### config.mk
export PLATFORM = sky130hd
export DESIGN_NAME = signed_decimal_seven_segment_formatter_unit_flat
export DESIGN_NICKNAME = d
export VERILOG_FILES = /design/src/rtl/sdssf_pkg.sv /design/src/rtl/sdssf_if.sv /design/src/rtl/sdssf_bcd_conv.sv /design/src/rtl/signed_decimal_seven_segment_formatter_unit.sv /design/src/flat_wrapper.sv
export SDC_FILE = /design/constraint.sdc
export NUM_CORES = 1
export LEC_CHECK = 0
export ABC_AREA = 1
export BUFFER_PORTS_ARGS = -buffer_cell sky130_fd_sc_hd__buf_2
export CAP_MARGIN = 20
export CORE_ASPECT_RATIO = 1.4
export CORE_MARGIN = 8
export CORE_UTILIZATION = 44
export CTS_BUF_LIST = sky130_fd_sc_hd__clkbuf_4 sky130_fd_sc_hd__clkbuf_8 sky130_fd_sc_hd__clkbuf_16
export CTS_CLUSTER_SIZE = 14
export DETAILED_ROUTE_END_ITERATION = 7
export PLACE_DENSITY = 0.62
export SLEW_MARGIN = 20
export SYNTH_ARGS = -nofsm -noshare
export SYNTH_HDL_FRONTEND = slang
export SYNTH_SLANG_ARGS = --single-unit
export TNS_END_PERCENT = 100
### constraint.sdc
create_clock -name clk -period 27.6 [get_ports clk]
set_clock_uncertainty 0.05 [all_clocks]
set_input_delay 5.52 -clock clk [delete_from_list [all_inputs] [get_ports clk]]
set_output_delay 5.52 -clock clk [all_outputs]
set_load 0.02 [all_outputs]
### src/rtl/sdssf_pkg.sv
package sdssf_pkg;

    localparam int MAX_DIGITS_DEF = 8;
    localparam int PADDR_W        = 4;
    localparam int PDATA_W        = 32;

    // register indexes (byte address bits [3:2])
    localparam logic [1:0] REG_DIGIT_COUNT = 2'd0;
    localparam logic [1:0] REG_FILL_CHAR   = 2'd1;
    localparam logic [1:0] REG_HIGH_FIRST  = 2'd2;

    localparam logic [3:0] DIGIT_COUNT_RST = 4'd4;
    localparam logic [7:0] FILL_CHAR_RST   = 8'h20;
    localparam logic       HIGH_FIRST_RST  = 1'b1;

    localparam logic [6:0] SEG_BLANK = 7'h00;
    localparam logic [6:0] SEG_DASH  = 7'h40;
    localparam logic [6:0] SEG_E     = 7'h79;

    localparam logic [7:0] CH_ZERO  = 8'h30;
    localparam logic [7:0] CH_NINE  = 8'h39;
    localparam logic [7:0] CH_UP_A  = 8'h41;
    localparam logic [7:0] CH_UP_Z  = 8'h5A;
    localparam logic [7:0] CH_LO_A  = 8'h61;
    localparam logic [7:0] CH_LO_Z  = 8'h7A;
    localparam logic [7:0] CH_DASH  = 8'h2D;

    typedef struct packed {
        logic neg;
        logic ok;
    } sdssf_tag_t;

    // bits needed to hold 10^d - 1; elaboration only
    function automatic int bin_bits(input int d);
        longint p;
        int     w;
        p = 1;
        w = 0;
        for (int i = 0; i < d; i++)
            p = p * 10;
        while ((longint'(1) << w) < p)
            w++;
        return w;
    endfunction

    function automatic logic [31:0] pow10(input logic [3:0] n);
        logic [31:0] r;
        case (n)
            4'd0:    r = 32'd1;
            4'd1:    r = 32'd10;
            4'd2:    r = 32'd100;
            4'd3:    r = 32'd1000;
            4'd4:    r = 32'd10000;
            4'd5:    r = 32'd100000;
            4'd6:    r = 32'd1000000;
            4'd7:    r = 32'd10000000;
            4'd8:    r = 32'd100000000;
            4'd9:    r = 32'd1000000000;
            default: r = 32'hFFFF_FFFF;
        endcase
        return r;
    endfunction

    function automatic logic [6:0] digit_seg(input logic [3:0] d);
        logic [6:0] s;
        case (d)
            4'd0:    s = 7'h3F;
            4'd1:    s = 7'h06;
            4'd2:    s = 7'h5B;
            4'd3:    s = 7'h4F;
            4'd4:    s = 7'h66;
            4'd5:    s = 7'h6D;
            4'd6:    s = 7'h7D;
            4'd7:    s = 7'h07;
            4'd8:    s = 7'h7F;
            4'd9:    s = 7'h6F;
            default: s = SEG_BLANK;
        endcase
        return s;
    endfunction

    function automatic logic [6:0] letter_seg(input logic [4:0] l);
        logic [6:0] s;
        case (l)
            5'd0:    s = 7'h77;
            5'd1:    s = 7'h7C;
            5'd2:    s = 7'h39;
            5'd3:    s = 7'h5E;
            5'd4:    s = 7'h79;
            5'd5:    s = 7'h71;
            5'd6:    s = 7'h7D;
            5'd7:    s = 7'h76;
            5'd8:    s = 7'h06;
            5'd9:    s = 7'h1F;
            5'd11:   s = 7'h38;
            5'd12:   s = 7'h37;
            5'd13:   s = 7'h54;
            5'd14:   s = 7'h5C;
            5'd15:   s = 7'h73;
            5'd16:   s = 7'h67;
            5'd17:   s = 7'h50;
            5'd18:   s = 7'h6D;
            5'd19:   s = 7'h78;
            5'd20:   s = 7'h1C;
            5'd21:   s = 7'h3E;
            5'd24:   s = 7'h6E;
            5'd25:   s = 7'h5B;
            default: s = SEG_BLANK;
        endcase
        return s;
    endfunction

    // ASCII to segments; unsupported characters are blank
    function automatic logic [6:0] char_seg(input logic [7:0] ch);
        logic [7:0] off;
        logic [6:0] s;
        s   = SEG_BLANK;
        off = '0;
        if (ch >= CH_ZERO && ch <= CH_NINE)
        begin
            off = ch - CH_ZERO;
            s   = digit_seg(off[3:0]);
        end
        else if (ch >= CH_UP_A && ch <= CH_UP_Z)
        begin
            off = ch - CH_UP_A;
            s   = letter_seg(off[4:0]);
        end
        else if (ch >= CH_LO_A && ch <= CH_LO_Z)
        begin
            off = ch - CH_LO_A;
            s   = letter_seg(off[4:0]);
        end
        else if (ch == CH_DASH)
        begin
            s = SEG_DASH;
        end
        return s;
    endfunction

endpackage

### src/rtl/sdssf_if.sv
interface sdssf_in_if;
    logic               valid;
    logic               ready;
    logic signed [31:0] value;

    modport source (output valid, output value, input ready);
    modport sink   (input valid, input value, output ready);
endinterface

interface sdssf_out_if;
    logic       valid;
    logic       ready;
    logic [6:0] segments;
    logic       last;

    modport source (output valid, output segments, output last, input ready);
    modport sink   (input valid, input segments, input last, output ready);
endinterface

### src/rtl/sdssf_bcd_conv.sv
module sdssf_bcd_conv #(
    parameter int MAX_DIGITS = sdssf_pkg::MAX_DIGITS_DEF,
    localparam int BIN_W = sdssf_pkg::bin_bits(MAX_DIGITS),
    localparam int BCD_W = 4 * MAX_DIGITS
) (
    input  logic                     clk,
    input  logic                     rst_n,
    input  logic                     en,
    input  logic                     vld_in,
    input  logic [BIN_W-1:0]         bin_in,
    input  sdssf_pkg::sdssf_tag_t    tag_in,
    output logic                     vld_out,
    output logic [BCD_W-1:0]         bcd_out,
    output sdssf_pkg::sdssf_tag_t    tag_out
);
    import sdssf_pkg::*;

    // double dabble, up to eight shift steps per stage
    localparam int STEPS = 8;
    localparam int NST   = (BIN_W + STEPS - 1) / STEPS;

    logic             stg_vld [NST+1];
    logic [BCD_W-1:0] stg_bcd [NST+1];
    logic [BIN_W-1:0] stg_bin [NST+1];
    sdssf_tag_t       stg_tag [NST+1];

    logic             vld_reg [NST];
    logic [BCD_W-1:0] bcd_reg [NST];
    logic [BIN_W-1:0] bin_reg [NST];
    sdssf_tag_t       tag_reg [NST];
    logic [BCD_W-1:0] bcd_next [NST];
    logic [BIN_W-1:0] bin_next [NST];

    assign stg_vld[0] = vld_in;
    assign stg_bcd[0] = '0;
    assign stg_bin[0] = bin_in;
    assign stg_tag[0] = tag_in;

    for (genvar s = 0; s < NST; s++)
    begin : g_stage
        localparam int FIRST = s * STEPS;
        localparam int NSTEP = (BIN_W - FIRST < STEPS) ? (BIN_W - FIRST) : STEPS;

        logic [BCD_W-1:0] b;
        logic [BIN_W-1:0] r;

        always_comb
        begin
            b = stg_bcd[s];
            r = stg_bin[s];
            for (int k = 0; k < NSTEP; k++)
            begin
                for (int d = 0; d < MAX_DIGITS; d++)
                begin
                    if (b[4*d +: 4] >= 4'd5)
                        b[4*d +: 4] = b[4*d +: 4] + 4'd3;
                end
                {b, r} = {b, r} << 1;
            end
            bcd_next[s] = b;
            bin_next[s] = r;
        end

        always_ff @(posedge clk or negedge rst_n)
        begin
            if (!rst_n)
                vld_reg[s] <= 1'b0;
            else if (en)
                vld_reg[s] <= stg_vld[s];
        end

        always_ff @(posedge clk)
        begin
            if (en)
            begin
                bcd_reg[s] <= bcd_next[s];
                bin_reg[s] <= bin_next[s];
                tag_reg[s] <= stg_tag[s];
            end
        end

        assign stg_vld[s+1] = vld_reg[s];
        assign stg_bcd[s+1] = bcd_reg[s];
        assign stg_bin[s+1] = bin_reg[s];
        assign stg_tag[s+1] = tag_reg[s];
    end

    assign vld_out = stg_vld[NST];
    assign bcd_out = stg_bcd[NST];
    assign tag_out = stg_tag[NST];

endmodule

### src/rtl/signed_decimal_seven_segment_formatter_unit.sv
// Signed decimal to seven-segment formatter. Each 32-bit signed value taken on din
// comes out on dout as a run of digit_count seven-bit segment codes (bit 0 = segment a),
// last set on the final code of the run; digit_count 0 acts as 1 and values above
// MAX_DIGITS clamp. Non-negative values below 10^n show their digits with fill_char
// above the top nonzero digit, negatives above -10^(n-1) add one dash, anything else
// shows 'E' at the top position over blanks. A number of n positions occupies the
// output for n transfers, as the single output port moves one position per transfer;
// the pipeline holds further numbers while the serialiser is busy with a run, and for
// n = 1 a new number can go out every cycle while the sink is ready. The path from the
// input transfer to the first position runs through abs, range check, double dabble
// stages of up to eight shifts each, segment formatting, serialiser and output
// register. Registers are at byte addresses 0
// (digit_count), 4 (fill_char) and 8 (high_digit_first) and are to be written only
// while the block is idle.
module signed_decimal_seven_segment_formatter_unit #(
    parameter int MAX_DIGITS = sdssf_pkg::MAX_DIGITS_DEF
) (
    input  logic                            clk,
    input  logic                            rst_n,
    sdssf_in_if.sink                        din,
    sdssf_out_if.source                     dout,
    input  logic                            psel,
    input  logic                            penable,
    input  logic                            pwrite,
    input  logic [sdssf_pkg::PADDR_W-1:0]   paddr,
    input  logic [sdssf_pkg::PDATA_W-1:0]   pwdata,
    output logic [sdssf_pkg::PDATA_W-1:0]   prdata,
    output logic                            pready
);
    import sdssf_pkg::*;

    localparam int BIN_W = bin_bits(MAX_DIGITS);
    localparam int BCD_W = 4 * MAX_DIGITS;
    localparam int CNT_W = $clog2(MAX_DIGITS + 1);
    localparam int IDX_W = (MAX_DIGITS > 1) ? $clog2(MAX_DIGITS) : 1;

    // ------------------------------------------------------------------
    // Configuration registers
    // ------------------------------------------------------------------
    logic [3:0] digit_count_reg;
    logic [7:0] fill_char_reg;
    logic       high_first_reg;
    logic       cfg_wr;

    assign pready = 1'b1;
    assign cfg_wr = psel && penable && pwrite && pready;

    always_ff @(posedge clk or negedge rst_n)
    begin
        if (!rst_n)
        begin
            digit_count_reg <= DIGIT_COUNT_RST;
            fill_char_reg   <= FILL_CHAR_RST;
            high_first_reg  <= HIGH_FIRST_RST;
        end
        else if (cfg_wr)
        begin
            case (paddr[3:2])
                REG_DIGIT_COUNT: digit_count_reg <= pwdata[3:0];
                REG_FILL_CHAR:   fill_char_reg   <= pwdata[7:0];
                REG_HIGH_FIRST:  high_first_reg  <= pwdata[0];
                default:         ;
            endcase
        end
    end

    always_comb
    begin
        case (paddr[3:2])
            REG_DIGIT_COUNT: prdata = {{(PDATA_W-4){1'b0}}, digit_count_reg};
            REG_FILL_CHAR:   prdata = {{(PDATA_W-8){1'b0}}, fill_char_reg};
            REG_HIGH_FIRST:  prdata = {{(PDATA_W-1){1'b0}}, high_first_reg};
            default:         prdata = '0;
        endcase
    end

    // effective position count, clamped to 1..MAX_DIGITS
    logic [CNT_W-1:0] n_eff;
    logic [IDX_W-1:0] n_m1;

    always_comb
    begin
        if (digit_count_reg == 4'd0)
            n_eff = CNT_W'(1);
        else if (digit_count_reg > 4'(MAX_DIGITS))
            n_eff = CNT_W'(MAX_DIGITS);
        else
            n_eff = CNT_W'(digit_count_reg);
        n_m1 = IDX_W'(n_eff - CNT_W'(1));
    end

    // ------------------------------------------------------------------
    // Pipeline: one global advance, held while the format stage holds a number and the serialiser is busy
    // ------------------------------------------------------------------
    logic pipe_en;
    logic ser_take;
    logic fmt_valid_reg;

    assign pipe_en   = ser_take || !fmt_valid_reg;
    assign din.ready = pipe_en;

    // stage 1: sign and magnitude
    logic        s1_valid_reg;
    logic        s1_neg_reg;
    logic [31:0] s1_mag_reg;
    logic [31:0] s1_mag_next;
    logic [31:0] vin;

    assign vin         = din.value;
    assign s1_mag_next = vin[31] ? (~vin + 32'd1) : vin;

    always_ff @(posedge clk or negedge rst_n)
    begin
        if (!rst_n)
            s1_valid_reg <= 1'b0;
        else if (pipe_en)
            s1_valid_reg <= din.valid;
    end

    always_ff @(posedge clk)
    begin
        if (pipe_en)
        begin
            s1_neg_reg <= vin[31];
            s1_mag_reg <= s1_mag_next;
        end
    end

    // stage 2: range check against 10^n (10^(n-1) for negatives)
    logic             s2_valid_reg;
    sdssf_tag_t       s2_tag_reg;
    sdssf_tag_t       s2_tag_next;
    logic [BIN_W-1:0] s2_bin_reg;
    logic [31:0]      lim;

    always_comb
    begin
        lim = s1_neg_reg ? pow10(4'(n_m1)) : pow10(4'(n_eff));
        s2_tag_next.neg = s1_neg_reg;
        s2_tag_next.ok  = s1_mag_reg < lim;
    end

    always_ff @(posedge clk or negedge rst_n)
    begin
        if (!rst_n)
            s2_valid_reg <= 1'b0;
        else if (pipe_en)
            s2_valid_reg <= s1_valid_reg;
    end

    always_ff @(posedge clk)
    begin
        if (pipe_en)
        begin
            s2_tag_reg <= s2_tag_next;
            s2_bin_reg <= s1_mag_reg[BIN_W-1:0];
        end
    end

    // binary to BCD stages
    logic             dd_valid;
    logic [BCD_W-1:0] dd_bcd;
    sdssf_tag_t       dd_tag;

    sdssf_bcd_conv #(
        .MAX_DIGITS (MAX_DIGITS)
    ) u_bcd (
        .clk     (clk),
        .rst_n   (rst_n),
        .en      (pipe_en),
        .vld_in  (s2_valid_reg),
        .bin_in  (s2_bin_reg),
        .tag_in  (s2_tag_reg),
        .vld_out (dd_valid),
        .bcd_out (dd_bcd),
        .tag_out (dd_tag)
    );

    // format stage: one segment code per position, units at index 0
    logic [6:0] fmt_seg_reg  [MAX_DIGITS];
    logic [6:0] fmt_seg_next [MAX_DIGITS];
    logic [MAX_DIGITS:0] nz;      // some digit at or above this position is nonzero
    logic [MAX_DIGITS-1:0] shown;
    logic [6:0] fill_seg;

    assign fill_seg = char_seg(fill_char_reg);

    always_comb
    begin
        nz[MAX_DIGITS] = 1'b0;
        for (int i = MAX_DIGITS - 1; i >= 0; i--)
            nz[i] = (dd_bcd[4*i +: 4] != 4'd0) || nz[i+1];
        for (int i = 0; i < MAX_DIGITS; i++)
            shown[i] = (i == 0) || nz[i];
        for (int i = 0; i < MAX_DIGITS; i++)
        begin
            if (!dd_tag.ok)
                fmt_seg_next[i] = (IDX_W'(i) == n_m1) ? SEG_E : SEG_BLANK;
            else if (shown[i])
                fmt_seg_next[i] = digit_seg(dd_bcd[4*i +: 4]);
            else if (dd_tag.neg && (i > 0) && shown[(i > 0) ? i - 1 : 0])
                fmt_seg_next[i] = SEG_DASH;
            else
                fmt_seg_next[i] = fill_seg;
        end
    end

    always_ff @(posedge clk or negedge rst_n)
    begin
        if (!rst_n)
            fmt_valid_reg <= 1'b0;
        else if (pipe_en)
            fmt_valid_reg <= dd_valid;
    end

    always_ff @(posedge clk)
    begin
        if (pipe_en)
            fmt_seg_reg <= fmt_seg_next;
    end

    // ------------------------------------------------------------------
    // Serialiser: walks the positions, one transfer each
    // ------------------------------------------------------------------
    logic             ser_valid_reg;
    logic             ser_valid_next;
    logic [IDX_W-1:0] ser_idx_reg;
    logic [IDX_W-1:0] ser_idx_next;
    logic [6:0]       ser_seg_reg [MAX_DIGITS];
    logic             ser_last;
    logic             ser_emit;
    logic [IDX_W-1:0] pos;

    logic       out_valid_reg;
    logic       out_valid_next;
    logic [6:0] out_seg_reg;
    logic       out_last_reg;
    logic       out_load;

    assign out_load = !out_valid_reg || dout.ready;
    assign ser_emit = ser_valid_reg && out_load;
    assign ser_last = ser_idx_reg == n_m1;
    assign ser_take = !ser_valid_reg || (ser_emit && ser_last);
    assign pos      = high_first_reg ? (n_m1 - ser_idx_reg) : ser_idx_reg;

    always_comb
    begin
        ser_valid_next = ser_valid_reg;
        ser_idx_next   = ser_idx_reg;
        if (ser_take)
        begin
            ser_valid_next = fmt_valid_reg;
            ser_idx_next   = '0;
        end
        else if (ser_emit)
        begin
            ser_idx_next = ser_idx_reg + IDX_W'(1);
        end
    end

    always_ff @(posedge clk or negedge rst_n)
    begin
        if (!rst_n)
        begin
            ser_valid_reg <= 1'b0;
            ser_idx_reg   <= '0;
        end
        else
        begin
            ser_valid_reg <= ser_valid_next;
            ser_idx_reg   <= ser_idx_next;
        end
    end

    always_ff @(posedge clk)
    begin
        if (ser_take && fmt_valid_reg)
            ser_seg_reg <= fmt_seg_reg;
    end

    // output register parts the serialiser from the sink
    assign out_valid_next = out_load ? ser_valid_reg : out_valid_reg;

    always_ff @(posedge clk or negedge rst_n)
    begin
        if (!rst_n)
            out_valid_reg <= 1'b0;
        else
            out_valid_reg <= out_valid_next;
    end

    always_ff @(posedge clk)
    begin
        if (out_load)
        begin
            out_seg_reg  <= ser_seg_reg[pos];
            out_last_reg <= ser_last;
        end
    end

    assign dout.valid    = out_valid_reg;
    assign dout.segments = out_seg_reg;
    assign dout.last     = out_last_reg;

`ifndef SYNTHESIS
    // position counter stays inside the run
    a_idx_in_run: assert property (@(posedge clk) disable iff (!rst_n)
        ser_valid_reg |-> (ser_idx_reg <= n_m1))
        else $error("serialiser index beyond run length");

    // the pipeline only holds while the serialiser has a run in hand
    a_stall_busy: assert property (@(posedge clk) disable iff (!rst_n)
        !pipe_en |-> (ser_valid_reg && fmt_valid_reg))
        else $error("pipeline stalled with idle serialiser");

    // an accepted input occupies the first stage next cycle
    a_in_capture: assert property (@(posedge clk) disable iff (!rst_n)
        (din.valid && din.ready) |=> s1_valid_reg)
        else $error("input transfer lost at first stage");
`endif

endmodule
### src/flat_wrapper.sv
// flat-port wrapper written by rule: the top's interface ports become plain ports
module signed_decimal_seven_segment_formatter_unit_flat import sdssf_pkg::*;
#(
    parameter int MAX_DIGITS = sdssf_pkg::MAX_DIGITS_DEF
)
  (clk, rst_n, psel, penable, pwrite, paddr, pwdata, prdata, pready, din_valid, din_value, din_ready, dout_valid, dout_segments, dout_last, dout_ready);
  sdssf_in_if din_i ();
  sdssf_out_if dout_i ();
  input  logic clk;
  input  logic rst_n;
  input  logic psel;
  input  logic penable;
  input  logic pwrite;
  input  logic [sdssf_pkg::PADDR_W-1:0] paddr;
  input  logic [sdssf_pkg::PDATA_W-1:0] pwdata;
  output logic [sdssf_pkg::PDATA_W-1:0] prdata;
  output logic pready;
  input wire logic [$bits(din_i.valid)-1:0] din_valid;
  input wire logic [$bits(din_i.value)-1:0] din_value;
  output wire logic [$bits(din_i.ready)-1:0] din_ready;
  output wire logic [$bits(dout_i.valid)-1:0] dout_valid;
  output wire logic [$bits(dout_i.segments)-1:0] dout_segments;
  output wire logic [$bits(dout_i.last)-1:0] dout_last;
  input wire logic [$bits(dout_i.ready)-1:0] dout_ready;
  assign din_i.valid = din_valid;
  assign din_i.value = din_value;
  assign din_ready = din_i.ready;
  assign dout_valid = dout_i.valid;
  assign dout_segments = dout_i.segments;
  assign dout_last = dout_i.last;
  assign dout_i.ready = dout_ready;
  signed_decimal_seven_segment_formatter_unit #(.MAX_DIGITS(MAX_DIGITS)) u_core (.clk(clk), .rst_n(rst_n), .din(din_i), .dout(dout_i), .psel(psel), .penable(penable), .pwrite(pwrite), .paddr(paddr), .pwdata(pwdata), .prdata(prdata), .pready(pready));
endmodule
==> flow_summary_export.csv <==
group,metric,value,unit
placed_design,port_buffers,66,
timing,slew_viol_final,0,
routing,drc,0,
global_route,first_global_vias,20603,
synthesis,synthesis.area,27390,sq um
placed_design,dp_hpwl,44900,um
run,max_cap_viol_count,0,
floorplanning,initial_core_util,44.35,%
clock_network,clk_latency,0.58,ns
clock_network,cts_root_buf,"clkbuf_16",
finish,fin_cells,4371,
finish,final_common_cell,"nand2_1",
global_route,grt_pass1_wl,92650,um
synthesis,synth_ff_type,"edfxtp_1",
routing,drt_iter0_drc,833,
synthesis,synthCells,3431,
synthesis,synth-edff-count,317,
worst_setup_path,cp_cell_sequence,"buf_2 > nor2_1 > inv_1 > nor2_1 > nor2_1 > inv_1 > nand2_4 > buf_2",
floorplanning,rows,108,
placed_design,gp_congestion,0.8733,
clock_network,post-cts-setup-buffers,0,
finish,fillCellCount,6112,
worst_setup_path,arrival,6.90,ns
clock_network,h-tree-depth,2,
synthesis,synthDistinctLibCells,64,
worst_setup_path,endpoint_kind,"output port",
floorplanning,coreArea,61750,sq um
placed_design,dp.cells,4302,
finish,final_util,48.43,%
worst_setup_path,crit_type,"primary input to output port",
clock_network,cts_tree,"yes",
synthesis,syn_area_per_cell,7.983,sq um
timing,tns,0,ns
global_route,track_usage,15.75,%
global_route,overflow,0,
routing,wl_per_cell,12.83,um
synthesis,synth_warnings,0,
clock_network,path_clk_slew,0.06,ns
finish,largest_reg_flops,94,
clock_network,ctsResizeCount,0,
timing,period_needed,12.47,ns
clock_network,numCtsBuffers,38,
outcome,status,"finished clean",
worst_setup_path,cp_common_cell,"nor2_1",
hold_path,hp-class,"flop to flop",
floorplanning,die_width,226.9,um
worst_setup_path,slowest_stage,"nand2_4",
worst_setup_path,crit_fanout,30,
clock_network,ctsLongestPathBuffers,3,
timing,max_slew_margin,27.90,%
finish,drive_above_1_share,12.94,%
routing,vias,21545,
floorplanning,die_area,70600,sq um
global_route,antenna_found_initial,2,
worst_setup_path,worstSetupStartpointType,"primary input",
routing,drt-total-wl,56070,um
finish,final_nets,3823,
placed_design,preCtsSetupSlack,15.10,ns
clock_network,holdBufCountCts,0,
routing,viasPerCell,4.929,
routing,dr.pass1.iters,7,
finish,layout_common_cells,"814 x nand2_1, 533 x inv_1, 317 x edfxtp_1, 250 x o21ai_0, 230 x ha_1",
timing,rsz0062_at_grt,"false",
floorplanning,die_y,311.2,um
timing,hold_violations,0,
timing,period_share,45.18,%
timing,max_freq,80.19,MHz
timing,setup_viol,0,
finish,n_antenna_cell,0,
worst_setup_path,cp_slowest_stage_delay,0.31,ns
finish,area_growth,9.187,%
worst_setup_path,cp.required,22.03,ns
clock_network,clock-sinks,342,
floorplanning,io_pins,118,
timing,fin_ws,15.13,ns
synthesis,ys_seq_area_share,37.05,%
global_route,grt_max_degree,80,
timing,worst_slew_pin_slew,1.074,ns
synthesis,ys_ff_latch,342,
routing,antenna_left,0,
synthesis,synth-async-reset-ratio,7.310,%
## metal layers
layer	track usage [%]	wire, um	vias up	share of wire, %
li1	-	-	11489	-
met1	16.08	21700	9668	39
met2	31.20	30450	279	54
met3	2.339	1826	105	3.3
met4	5.924	2063	4	3.7
met5	0	26	-	0.046
## cells in the mapped netlist, types with 20 or more instances
cell type,count,area share [%]
a21oi_1,118,2.2
buf_4,25,0.69
clkbuf_1,24,0.33
dfrtp_1,22,2.0
edfxtp_1,317,35
ha_1,230,11
inv_1,533,7.3
inv_2,22,0.30
nand2_1,815,11
nand2_2,126,2.9
nand2_4,31,1.3
nand3_1,223,4.1
nand3_2,50,1.8
nand4_1,63,1.4
nor2_1,184,2.5
nor3_1,25,0.46
o21ai_0,250,4.6
o21ai_2,25,0.80
o22ai_1,35,0.80
xnor2_1,20,0.64
xor2_1,78,2.5
## critical path, delay by kind of cell
| kind | cells | cell delay, ns |
|---|---|---|
| buf+inv | 4 | 0.70 |
| simple gates | 4 | 0.65 |
## worst paths after layout
| check | from | depth (start not counted) | slack, ns | endpoint |
|---|---|---|---|---|
| worst max-delay path | dout_ready | 8 | 15.13 | din_ready |
| worst min-delay path | u_core.fmt_seg_reg[3] | 0 | 0.36 | u_core.ser_seg_reg[3] |
| worst max register to register | u_core.u_bcd.bcd_reg[0][4] | 42 | 21.27 | u_core.u_bcd.bcd_reg[1][18] |
| worst min register to register | u_core.fmt_seg_reg[3] | 0 | 0.36 | u_core.ser_seg_reg[3] |
| max in group asynchronous | rst_n | 1 | 22.09 | u_core.s2_valid_reg |
| min in group asynchronous | rst_n | 1 | 4.94 | u_core.digit_count_reg[3] |
## logic make-up (layout without fill, tap and decap cells)
logic type | Yosys count | count (layout) | share of synthesized area [%]
DFF | 342 | 342 | 37.05
other | 2 | 27 | 0.02742
adders and majority gates | 231 | 231 | 10.58
buffers and inverters | 616 | 706 | 8.789
AOI/OAI and AO/OA | 535 | 535 | 11.27
muxes | 13 | 13 | 0.5208
and+or+nand+nor | 1577 | 1577 | 27.49
xor gates and xnor gates | 115 | 115 | 4.267
## cell type report
class | instances | area (sq um) | share of cell area, %
multi-input combinational | 2498 | 14940 | 49.96
sequential | 342 | 10150 | 33.94
inverter | 564 | 2118 | 7.083
tap | 825 | 1032 | 3.452
clock buffer | 45 | 1003 | 3.356
timing repair buffer | 73 | 382.9 | 1.280
clock inverter | 24 | 277.8 | 0.9288
## stage by stage
step                      cell area [sq um]  hold WS (ns)
after floorplan                       27480        0.3503
after global placement                28620        0.3513
final                                 29900        0.3611
after global routing                  29900        0.3700
after detailed placement              28620        0.3545
after CTS                             29900        0.3651
Power is left out: the tool's default activity adds up to more than one toggle a clock period on the data nets, which glitch-free logic cannot reach.
